[config.mk]
export PLATFORM = sky130hd
export DESIGN_NAME = ir_two_digit_code_entry_core
export DESIGN_NICKNAME = d
export VERILOG_FILES = /design/src/hdl/ir2d_pkg.sv /design/src/hdl/ir2d_datapath.sv /design/src/hdl/ir2d_ctrl.sv /design/src/hdl/ir_two_digit_code_entry_core.sv
export SDC_FILE = /design/constraint.sdc
export NUM_CORES = 1
export LEC_CHECK = 0
export CORE_AREA = 2 2 210 212
export CTS_CLUSTER_DIAMETER = 150
export CTS_CLUSTER_SIZE = 25
export DETAILED_ROUTE_END_ITERATION = 16
export DIE_AREA = 0 0 212 214
export DONT_BUFFER_PORTS = 1
export GPL_TIMING_DRIVEN = 0
export HOLD_SLACK_MARGIN = 0.1
export PLACE_DENSITY = 0.92
export SYNTH_ARGS = -nofsm -noshare
export SYNTH_HDL_FRONTEND = slang
export SYNTH_SLANG_ARGS = --single-unit
[constraint.sdc]
create_clock -name clk -period 12.3 [get_ports clk]
set_clock_uncertainty 0.2 [all_clocks]
set_input_delay 0 -clock clk [delete_from_list [all_inputs] [get_ports clk]]
set_output_delay 0 -clock clk [all_outputs]
set_load 0.005 [all_outputs]
[src/hdl/ir2d_pkg.sv]
// ----------------------------------------------------------------------------
// ir2d_pkg
// Shared constants, codes and controller/datapath interface types for the
// two-digit remote code entry block.
// ----------------------------------------------------------------------------
package ir2d_pkg;

  localparam int NUM_KEYS    = 10;
  localparam int CODE_WIDTH  = 32;
  localparam int DIGIT_LIMIT = 10;
  localparam int SCAN_KEYS   = (NUM_KEYS < DIGIT_LIMIT) ? NUM_KEYS : DIGIT_LIMIT;
  localparam int SCAN_W      = (SCAN_KEYS > 1) ? $clog2(SCAN_KEYS) : 1;
  localparam int TBL_W       = (NUM_KEYS > 1) ? $clog2(NUM_KEYS) : 1;

  localparam int ACT_W       = 2;
  localparam int RCODE_W     = 32;
  localparam int SYM_W       = 4;
  localparam int VAL_W       = 7;
  localparam int LI_W        = 4;
  localparam int TMO_W       = 16;
  localparam int IN_DATA_W   = 32;
  localparam int OUT_DATA_W  = 24;

  localparam logic [SYM_W-1:0] SYM_DASH      = 4'd10;
  localparam logic [SYM_W-1:0] SYM_BLANK     = 4'd11;
  localparam logic [TMO_W-1:0] TIMEOUT_RESET = 16'd100;

  typedef enum logic [ACT_W-1:0] {
    ACT_TICK  = 2'd0,
    ACT_CODE  = 2'd1,
    ACT_LEARN = 2'd2
  } action_t;

  typedef enum logic [1:0] {
    ST_IDLE,
    ST_SCAN,
    ST_APPLY
  } ctl_state_t;

  typedef struct packed {
    logic load;
    logic scan_step;
    logic apply;
  } dp_cmd_t;

  typedef struct packed {
    logic need_scan;
    logic scan_done;
    logic out_free;
  } dp_sts_t;

endpackage

[src/hdl/ir2d_datapath.sv]
// ----------------------------------------------------------------------------
// ir2d_datapath
// Key code table, entry state, timeout counter, table scan and output
// register for the two-digit remote code entry block.
// ----------------------------------------------------------------------------
module ir2d_datapath (
  input  logic                           clk,
  input  logic                           rst_n,
  input  logic [ir2d_pkg::IN_DATA_W-1:0] in_tdata,
  input  logic [ir2d_pkg::ACT_W-1:0]     in_tuser,
  input  logic                           cfg_wr_en,
  input  logic [ir2d_pkg::TMO_W-1:0]     cfg_wr_data,
  input  ir2d_pkg::dp_cmd_t              cmd,
  output ir2d_pkg::dp_sts_t              sts,
  output logic                           out_tvalid,
  input  logic                           out_tready,
  output logic [ir2d_pkg::OUT_DATA_W-1:0] out_tdata
);
  import ir2d_pkg::*;

  logic [CODE_WIDTH-1:0] table_r [NUM_KEYS];
  logic [LI_W-1:0]       learn_idx_r, learn_idx_nxt;
  logic                  learn_mode_r, learn_mode_nxt;
  logic                  awaiting_r, awaiting_nxt;
  logic [VAL_W-1:0]      partial_r, partial_nxt;
  logic [TMO_W-1:0]      tout_cnt_r, tout_cnt_nxt;
  logic [SYM_W-1:0]      left_r, left_nxt;
  logic [SYM_W-1:0]      right_r, right_nxt;
  logic [TMO_W-1:0]      timeout_r;
  logic [ACT_W-1:0]      action_r;
  logic [CODE_WIDTH-1:0] code_r;
  logic [SCAN_W-1:0]     scan_idx_r;
  logic                  hit_r;
  logic [SYM_W-1:0]      hit_dig_r;
  logic                  out_valid_r;
  logic [OUT_DATA_W-1:0] out_data_r;

  logic                  cur_match;
  logic                  scan_last;
  logic                  tbl_we;
  logic [LI_W-1:0]       li_inc;
  logic [TMO_W-1:0]      tc_inc;
  logic                  ent_valid;
  logic [VAL_W-1:0]      ent_value;
  logic [VAL_W-1:0]      dig_ext;

  assign cur_match = (table_r[TBL_W'(scan_idx_r)] == code_r);
  assign scan_last = (scan_idx_r == SCAN_W'(SCAN_KEYS - 1));

  assign sts.need_scan = (action_r == ACT_CODE) && !learn_mode_r;
  assign sts.scan_done = cur_match || scan_last;
  assign sts.out_free  = !out_valid_r || out_tready;

  assign li_inc  = learn_idx_r + LI_W'(1);
  assign tc_inc  = (tout_cnt_r != {TMO_W{1'b1}}) ? tout_cnt_r + TMO_W'(1) : tout_cnt_r;
  assign dig_ext = VAL_W'(hit_dig_r);

  always_comb begin
    learn_idx_nxt  = learn_idx_r;
    learn_mode_nxt = learn_mode_r;
    awaiting_nxt   = awaiting_r;
    partial_nxt    = partial_r;
    tout_cnt_nxt   = tout_cnt_r;
    left_nxt       = left_r;
    right_nxt      = right_r;
    tbl_we         = 1'b0;
    ent_valid      = 1'b0;
    ent_value      = '0;
    case (action_r)
      ACT_LEARN: begin
        learn_mode_nxt = 1'b1;
        learn_idx_nxt  = '0;
        awaiting_nxt   = 1'b0;
        tout_cnt_nxt   = '0;
        left_nxt       = SYM_DASH;
        right_nxt      = SYM_DASH;
      end
      ACT_TICK: begin
        if (!learn_mode_r && awaiting_r) begin
          tout_cnt_nxt = tc_inc;
          if (tc_inc >= timeout_r) begin
            awaiting_nxt = 1'b0;
            left_nxt     = SYM_BLANK;
            right_nxt    = SYM_BLANK;
          end
        end
      end
      ACT_CODE: begin
        if (learn_mode_r) begin
          tbl_we = ({1'b0, learn_idx_r} < (LI_W + 1)'(NUM_KEYS));
          if (learn_idx_r >= LI_W'(10)) begin
            left_nxt  = SYM_W'(1);
            right_nxt = SYM_W'(learn_idx_r - LI_W'(10));
          end else begin
            left_nxt  = '0;
            right_nxt = SYM_W'(learn_idx_r);
          end
          learn_idx_nxt = li_inc;
          if (({1'b0, li_inc} >= (LI_W + 1)'(NUM_KEYS)) || (li_inc == '0)) begin
            learn_mode_nxt = 1'b0;
            learn_idx_nxt  = '0;
          end
        end else if (hit_r) begin
          if (awaiting_r) begin
            ent_valid    = 1'b1;
            ent_value    = partial_r + dig_ext;
            right_nxt    = hit_dig_r;
            awaiting_nxt = 1'b0;
          end else begin
            left_nxt     = hit_dig_r;
            right_nxt    = SYM_DASH;
            partial_nxt  = (dig_ext << 3) + (dig_ext << 1);
            tout_cnt_nxt = '0;
            awaiting_nxt = 1'b1;
          end
        end
      end
      default: ;
    endcase
  end

  always_ff @(posedge clk) begin
    if (!rst_n) begin
      for (int k = 0; k < NUM_KEYS; k++) begin
        table_r[k] <= '0;
      end
      learn_idx_r  <= '0;
      learn_mode_r <= 1'b0;
      awaiting_r   <= 1'b0;
      partial_r    <= '0;
      tout_cnt_r   <= '0;
      left_r       <= SYM_BLANK;
      right_r      <= SYM_BLANK;
      timeout_r    <= TIMEOUT_RESET;
      out_valid_r  <= 1'b0;
      hit_r        <= 1'b0;
      scan_idx_r   <= '0;
    end else begin
      if (cfg_wr_en) begin
        timeout_r <= cfg_wr_data;
      end
      if (cmd.load) begin
        scan_idx_r <= '0;
        hit_r      <= 1'b0;
      end else if (cmd.scan_step) begin
        if (cur_match) begin
          hit_r <= 1'b1;
        end
        if (!scan_last) begin
          scan_idx_r <= scan_idx_r + SCAN_W'(1);
        end
      end
      if (cmd.apply) begin
        if (tbl_we) begin
          table_r[TBL_W'(learn_idx_r)] <= code_r;
        end
        learn_idx_r  <= learn_idx_nxt;
        learn_mode_r <= learn_mode_nxt;
        awaiting_r   <= awaiting_nxt;
        partial_r    <= partial_nxt;
        tout_cnt_r   <= tout_cnt_nxt;
        left_r       <= left_nxt;
        right_r      <= right_nxt;
        out_valid_r  <= 1'b1;
      end else if (out_tready) begin
        out_valid_r <= 1'b0;
      end
    end
  end

  always_ff @(posedge clk) begin
    if (cmd.load) begin
      action_r <= in_tuser;
      code_r   <= CODE_WIDTH'(in_tdata[RCODE_W-1:0]);
    end
    if (cmd.scan_step && cur_match) begin
      hit_dig_r <= SYM_W'(scan_idx_r);
    end
    if (cmd.apply) begin
      out_data_r <= {(OUT_DATA_W - 2 * SYM_W - 2 - VAL_W)'(0), ent_value, ent_valid,
                     learn_mode_nxt, right_nxt, left_nxt};
    end
  end

  assign out_tvalid = out_valid_r;
  assign out_tdata  = out_data_r;

endmodule

[src/hdl/ir2d_ctrl.sv]
// ----------------------------------------------------------------------------
// ir2d_ctrl
// Sequencer for the two-digit remote code entry block: accepts an item, walks
// the code table when a digit lookup is needed and commits the result.
// ----------------------------------------------------------------------------
module ir2d_ctrl (
  input  logic              clk,
  input  logic              rst_n,
  input  logic              in_tvalid,
  output logic              in_tready,
  output ir2d_pkg::dp_cmd_t cmd,
  input  ir2d_pkg::dp_sts_t sts
);
  import ir2d_pkg::*;

  ctl_state_t state_r, state_nxt;

  always_ff @(posedge clk) begin
    if (!rst_n) begin
      state_r <= ST_IDLE;
    end else begin
      state_r <= state_nxt;
    end
  end

  always_comb begin
    state_nxt     = state_r;
    in_tready     = 1'b0;
    cmd.load      = 1'b0;
    cmd.scan_step = 1'b0;
    cmd.apply     = 1'b0;
    unique case (state_r)
      ST_IDLE: begin
        in_tready = 1'b1;
        if (in_tvalid) begin
          cmd.load  = 1'b1;
          state_nxt = ST_SCAN;
        end
      end
      ST_SCAN: begin
        if (!sts.need_scan) begin
          state_nxt = ST_APPLY;
        end else begin
          cmd.scan_step = 1'b1;
          if (sts.scan_done) begin
            state_nxt = ST_APPLY;
          end
        end
      end
      ST_APPLY: begin
        if (sts.out_free) begin
          cmd.apply = 1'b1;
          state_nxt = ST_IDLE;
        end
      end
      default: state_nxt = ST_IDLE;
    endcase
  end

endmodule

[src/hdl/ir_two_digit_code_entry_core.sv]
// ----------------------------------------------------------------------------
// ir_two_digit_code_entry_core
// Turns remote key codes, learn requests and ticks into two-digit entries
// and display symbols, with a learnable table of digit key codes.
//
// Channel  Direction  Contents
// in_      slave      tdata: remote_code; tuser: action
// out_     master     tdata: left_symbol, right_symbol, learning_active,
//                            entry_valid, entry_value
// cfg_     write      entry_timeout_ticks
//
// Each item passes through the accept, scan and commit states. For a received
// digit code the scan state walks the ten-entry code table one entry per
// cycle, stopping at the first match. A new item is taken once the previous
// one is committed to the output register. A stalled output holds the next
// result in the commit state. Synchronous reset clears the table to zero.
// ----------------------------------------------------------------------------
module ir_two_digit_code_entry_core (
  input  logic        clk,
  input  logic        rst_n,
  input  logic        in_tvalid,
  output logic        in_tready,
  input  logic [31:0] in_tdata,   // [31:0] remote_code
  input  logic [1:0]  in_tuser,   // [1:0] action
  output logic        out_tvalid,
  input  logic        out_tready,
  output logic [23:0] out_tdata,  // [3:0] left_symbol, [7:4] right_symbol,
                                  // [8] learning_active, [9] entry_valid,
                                  // [16:10] entry_value, [23:17] zero
  input  logic        cfg_wr_en,
  input  logic [15:0] cfg_wr_data
);
  import ir2d_pkg::*;

  dp_cmd_t cmd;
  dp_sts_t sts;

  ir2d_ctrl u_ctrl (
    .clk       (clk),
    .rst_n     (rst_n),
    .in_tvalid (in_tvalid),
    .in_tready (in_tready),
    .cmd       (cmd),
    .sts       (sts)
  );

  ir2d_datapath u_datapath (
    .clk         (clk),
    .rst_n       (rst_n),
    .in_tdata    (in_tdata),
    .in_tuser    (in_tuser),
    .cfg_wr_en   (cfg_wr_en),
    .cfg_wr_data (cfg_wr_data),
    .cmd         (cmd),
    .sts         (sts),
    .out_tvalid  (out_tvalid),
    .out_tready  (out_tready),
    .out_tdata   (out_tdata)
  );

endmodule

==> summary.txt <==
Die width -> 212 µm
Util after Layout -> 0.731
Sequential power share -> 0.643
Residual DRC -> 0
Max Fclk -> 191 MHz
Ys flop type -> edfxtp_1
Post-DR wirelength/cell -> 27.8 µm
Crit path top cell by count -> buf_2
Outcome -> completed
Initial Utilization -> 0.644
Detail Route Antenna Nets -> 0
Setup ws final -> 7080 ps
Net Sw Frac -> 0.226
DR vias/cell -> 6.55
Final count of negative-setup-slack endpoints -> 0
Synth Instances -> 1,954
Fin crit share -> 0.425
Clk network pwr share -> 0.289
CP max stage delay -> 560 ps
CP max-delay cell -> dlygate4sd3_1
Most common cell in the netlist -> edfxtp_1
Largest area contributor in the netlist -> edfxtp_1
Post-synth top cells -> 567 x edfxtp_1, 358 x nor2_1, 125 x mux2i_1, 92 x nand2_1, 82 x mux4_2
Clock slew at reported path FFs -> 100 ps
Pin count of the biggest net entering global routing -> 27
NetSw -> 0.000860 W
Layout area overhead -> 13.5%
Seq/Total Area, Yosys -> 0.663
Cts repair resizes -> 0
Drt first pass iters -> 10
Final min period -> 5220 ps
CP Launch Type -> flip-flop
Standard-cell rows -> 76
RePlAce Congestion -> 0.966
TritonCTS buffer count -> 29
Deepest clock path buffer count -> 3
Sink Count -> 631
MaxCap Viol Count -> 0
Number of flops mapped to enable cells by yosys -> 567
# H-tree levels -> 1
CTS root buffer -> clkbuf_16
Area share of the largest cell type after synthesis -> 0.617
Routed WL -> 80.8 mm
Skew-Pair Late Insertion Delay -> 650 ps
Worst path required time -> 12,680 ps
Tot GR Track Use -> 0.358
Fin nets -> 2,403
Via count -> 19,000
Die area -> 45,400 µm²
RSZ-0062 raised after global routing -> false
Worst Hold Class -> in -> reg
Arr. time, crit path -> 5600 ps
TritonCTS clock tree -> yes
Max Slew Vio Count -> 0
Die height -> 214 µm
Largest cells by area after synthesis -> edfxtp_1 62%, mux4_2 6.7%, nor2_1 4.9%
First-pass GRT wire length -> 117 mm
Worst min-delay path startpoint -> cfg_wr_en
VDD IR max -> 0.000170 V
Initial DRC count -> 3,629
Global route overflow -> 0
Static Leak -> 11.1 nW
Hold Slack -> 188 ps
Final hold violations -> 0
Yosys warnings -> 0
Port Buffers -> 0
Fraction of layout cells with a size suffix above 1 -> 0.0827
Critical path class -> reg -> reg
Ant. Diodes -> 0
Vias in the first global route -> 19,100
Synthesized area per cell -> 14.1 µm²
I/O pin total -> 81
Number of library cell types mapped by synthesis -> 71
Core Area -> 42,900 µm²
Sequence of cells on the critical path -> buf_4, buf_2, buf_2, buf_2, mux2i_1, xor2_1, o211ai_1, a2111o_1, nor4_2, o211ai_1, or2_1, o21ai_1, dlygate4sd3_1
CP max FO -> 10
Max-slew headroom -> 0.167
Fin Setup TNS -> 0 ps
Post-DP HPWL -> 51.7 mm
Int Pwr -> 0.00295 W
Post-synth ARST share -> 0
PwrDens -> 122 nW/µm²
#FFs+latches synth -> 631
Post-Syn Area -> 27,600 µm²
Slew of the pin with the lowest slew margin -> 1230 ps
Power Total -> 0.00381 W
Place WS -> 7300 ps
Initial antenna violation count -> 3
Endpoint class of the critical path -> flip-flop
Comb power frac -> 0.069
[power groups by stage]
stage          Clock, W  Combinational, W  Sequential [W]
2_1_floorplan         0          0.000136         0.00248
3_5_place_dp          0          0.000211         0.00249
3_3_place_gp          0          0.000195         0.00249
5_1_grt         0.00116          0.000272         0.00245
4_1_cts         0.00109          0.000244         0.00245
6_report        0.00110          0.000262         0.00245
[layer usage]
layer  global-route usage  up-vias  share of wire
met2                0.577     1725           0.47
met1                0.433     9065           0.31
met3               0.0925      510           0.14
met5                    0        -              0
li1                     -     7738              -
met4                0.222        0          0.082
[critical path, delay by kind of cell, from the launching register on]
family | cells | cell delay [ps]
simple gates | 2 | 440
compound gates | 4 | 1070
xor+xnor | 1 | 510
flops | 1 | 450
buf+inv | 5 | 2210
mux | 1 | 280
[stage by stage]
step | area [µm²] | cells
5_1_grt | 31300 | 2908
6_report | 31300 | 2908
4_1_cts | 31300 | 2908
2_1_floorplan | 28300 | 2152
3_3_place_gp | 29100 | 2737
3_5_place_dp | 29300 | 2748
[cell type report]
type	count	area [µm²]
plain buffers	109	593
clock buffers	39	763
clock inverters	2	40.0
fillers	2551	11600
inverters	75	282
multi-input cells	1337	9190
flip-flops and latches	631	18300
well taps	585	732
repair buffers	130	1430
[final timing paths]
| path | endpoint | slack [ps] | cells past startpoint |
|---|---|---|---|
| worst max register to register | u_ctrl.state_r[1] | 7080 | 13 |
| worst max-delay path | u_ctrl.state_r[1] | 7080 | 13 |
| worst min register to register | u_datapath.tout_cnt_r[9] | 280 | 2 |
| worst min-delay path | u_datapath.timeout_r[6] | 190 | 3 |
[what timing repair did]
action	in CTS	in global routing
endpoints found under the hold margin	137	0
setup buffers	0	0
hold buffers	119	0
setup endpoints to repair	0	0
[registers in the layout (all words and copies together) (netlist names), named ones only]
| signal | count |
|---|---|
| u_datapath.right_r | 4 |
| u_datapath.tout_cnt_r | 16 |
| u_datapath.partial_r | 6 |
| u_datapath.learn_idx_r | 4 |
| u_datapath.code_r | 32 |
| u_datapath.awaiting_r | 1 |
| u_datapath.learn_mode_r | 1 |
| u_datapath.left_r | 4 |
| u_datapath.out_tvalid | 1 |
| u_datapath.timeout_r | 16 |
| u_datapath.out_tdata | 17 |
| u_datapath.hit_r | 1 |
| u_datapath.hit_dig_r | 4 |
| u_datapath.action_r | 2 |
| u_datapath.scan_idx_r | 4 |
| u_datapath.table_r | 512 |
| u_ctrl.state_r | 2 |
[logic make-up after synthesis]
family | synth area share
other | 0.000136
xor gates and xnor gates | 0.0232
adders and majority gates | 0.0164
AOI/OAI and AO/OA | 0.0525
and+or+nand+nor | 0.0946
muxes | 0.118
DFF | 0.663
buffers and inverters | 0.0317
[layout by cell type (no fill, tap or decap), types with 11 or more instances in the layout]
master / Yosys / final
nor2_1: 358 / 358
mux2i_1: 125 / 125
a221oi_1: 11 / 11
and3_1: 18 / 18
inv_1: 74 / 74
nand2b_1: 21 / 21
nor2b_1: 15 / 15
dlygate4sd3_1: 0 / 119
and2_1: 12 / 11
buf_2: 17 / 17
ha_1: 33 / 33
mux4_2: 82 / 82
nor3_1: 16 / 16
conb_1: 1 / 199
xnor2_1: 41 / 41
nand3_1: 27 / 27
a21o_1: 11 / 11
xor2_1: 32 / 32
clkbuf_1: 52 / 62
a21oi_1: 48 / 48
edfxtp_1: 567 / 567
buf_1: 11 / 11
o21ai_0: 42 / 42
a22oi_1: 24 / 24
dfxtp_1: 64 / 64
clkbuf_16: 0 / 29
buf_4: 19 / 19
nand2_1: 92 / 83
Power figures use the tool's default switching activity.
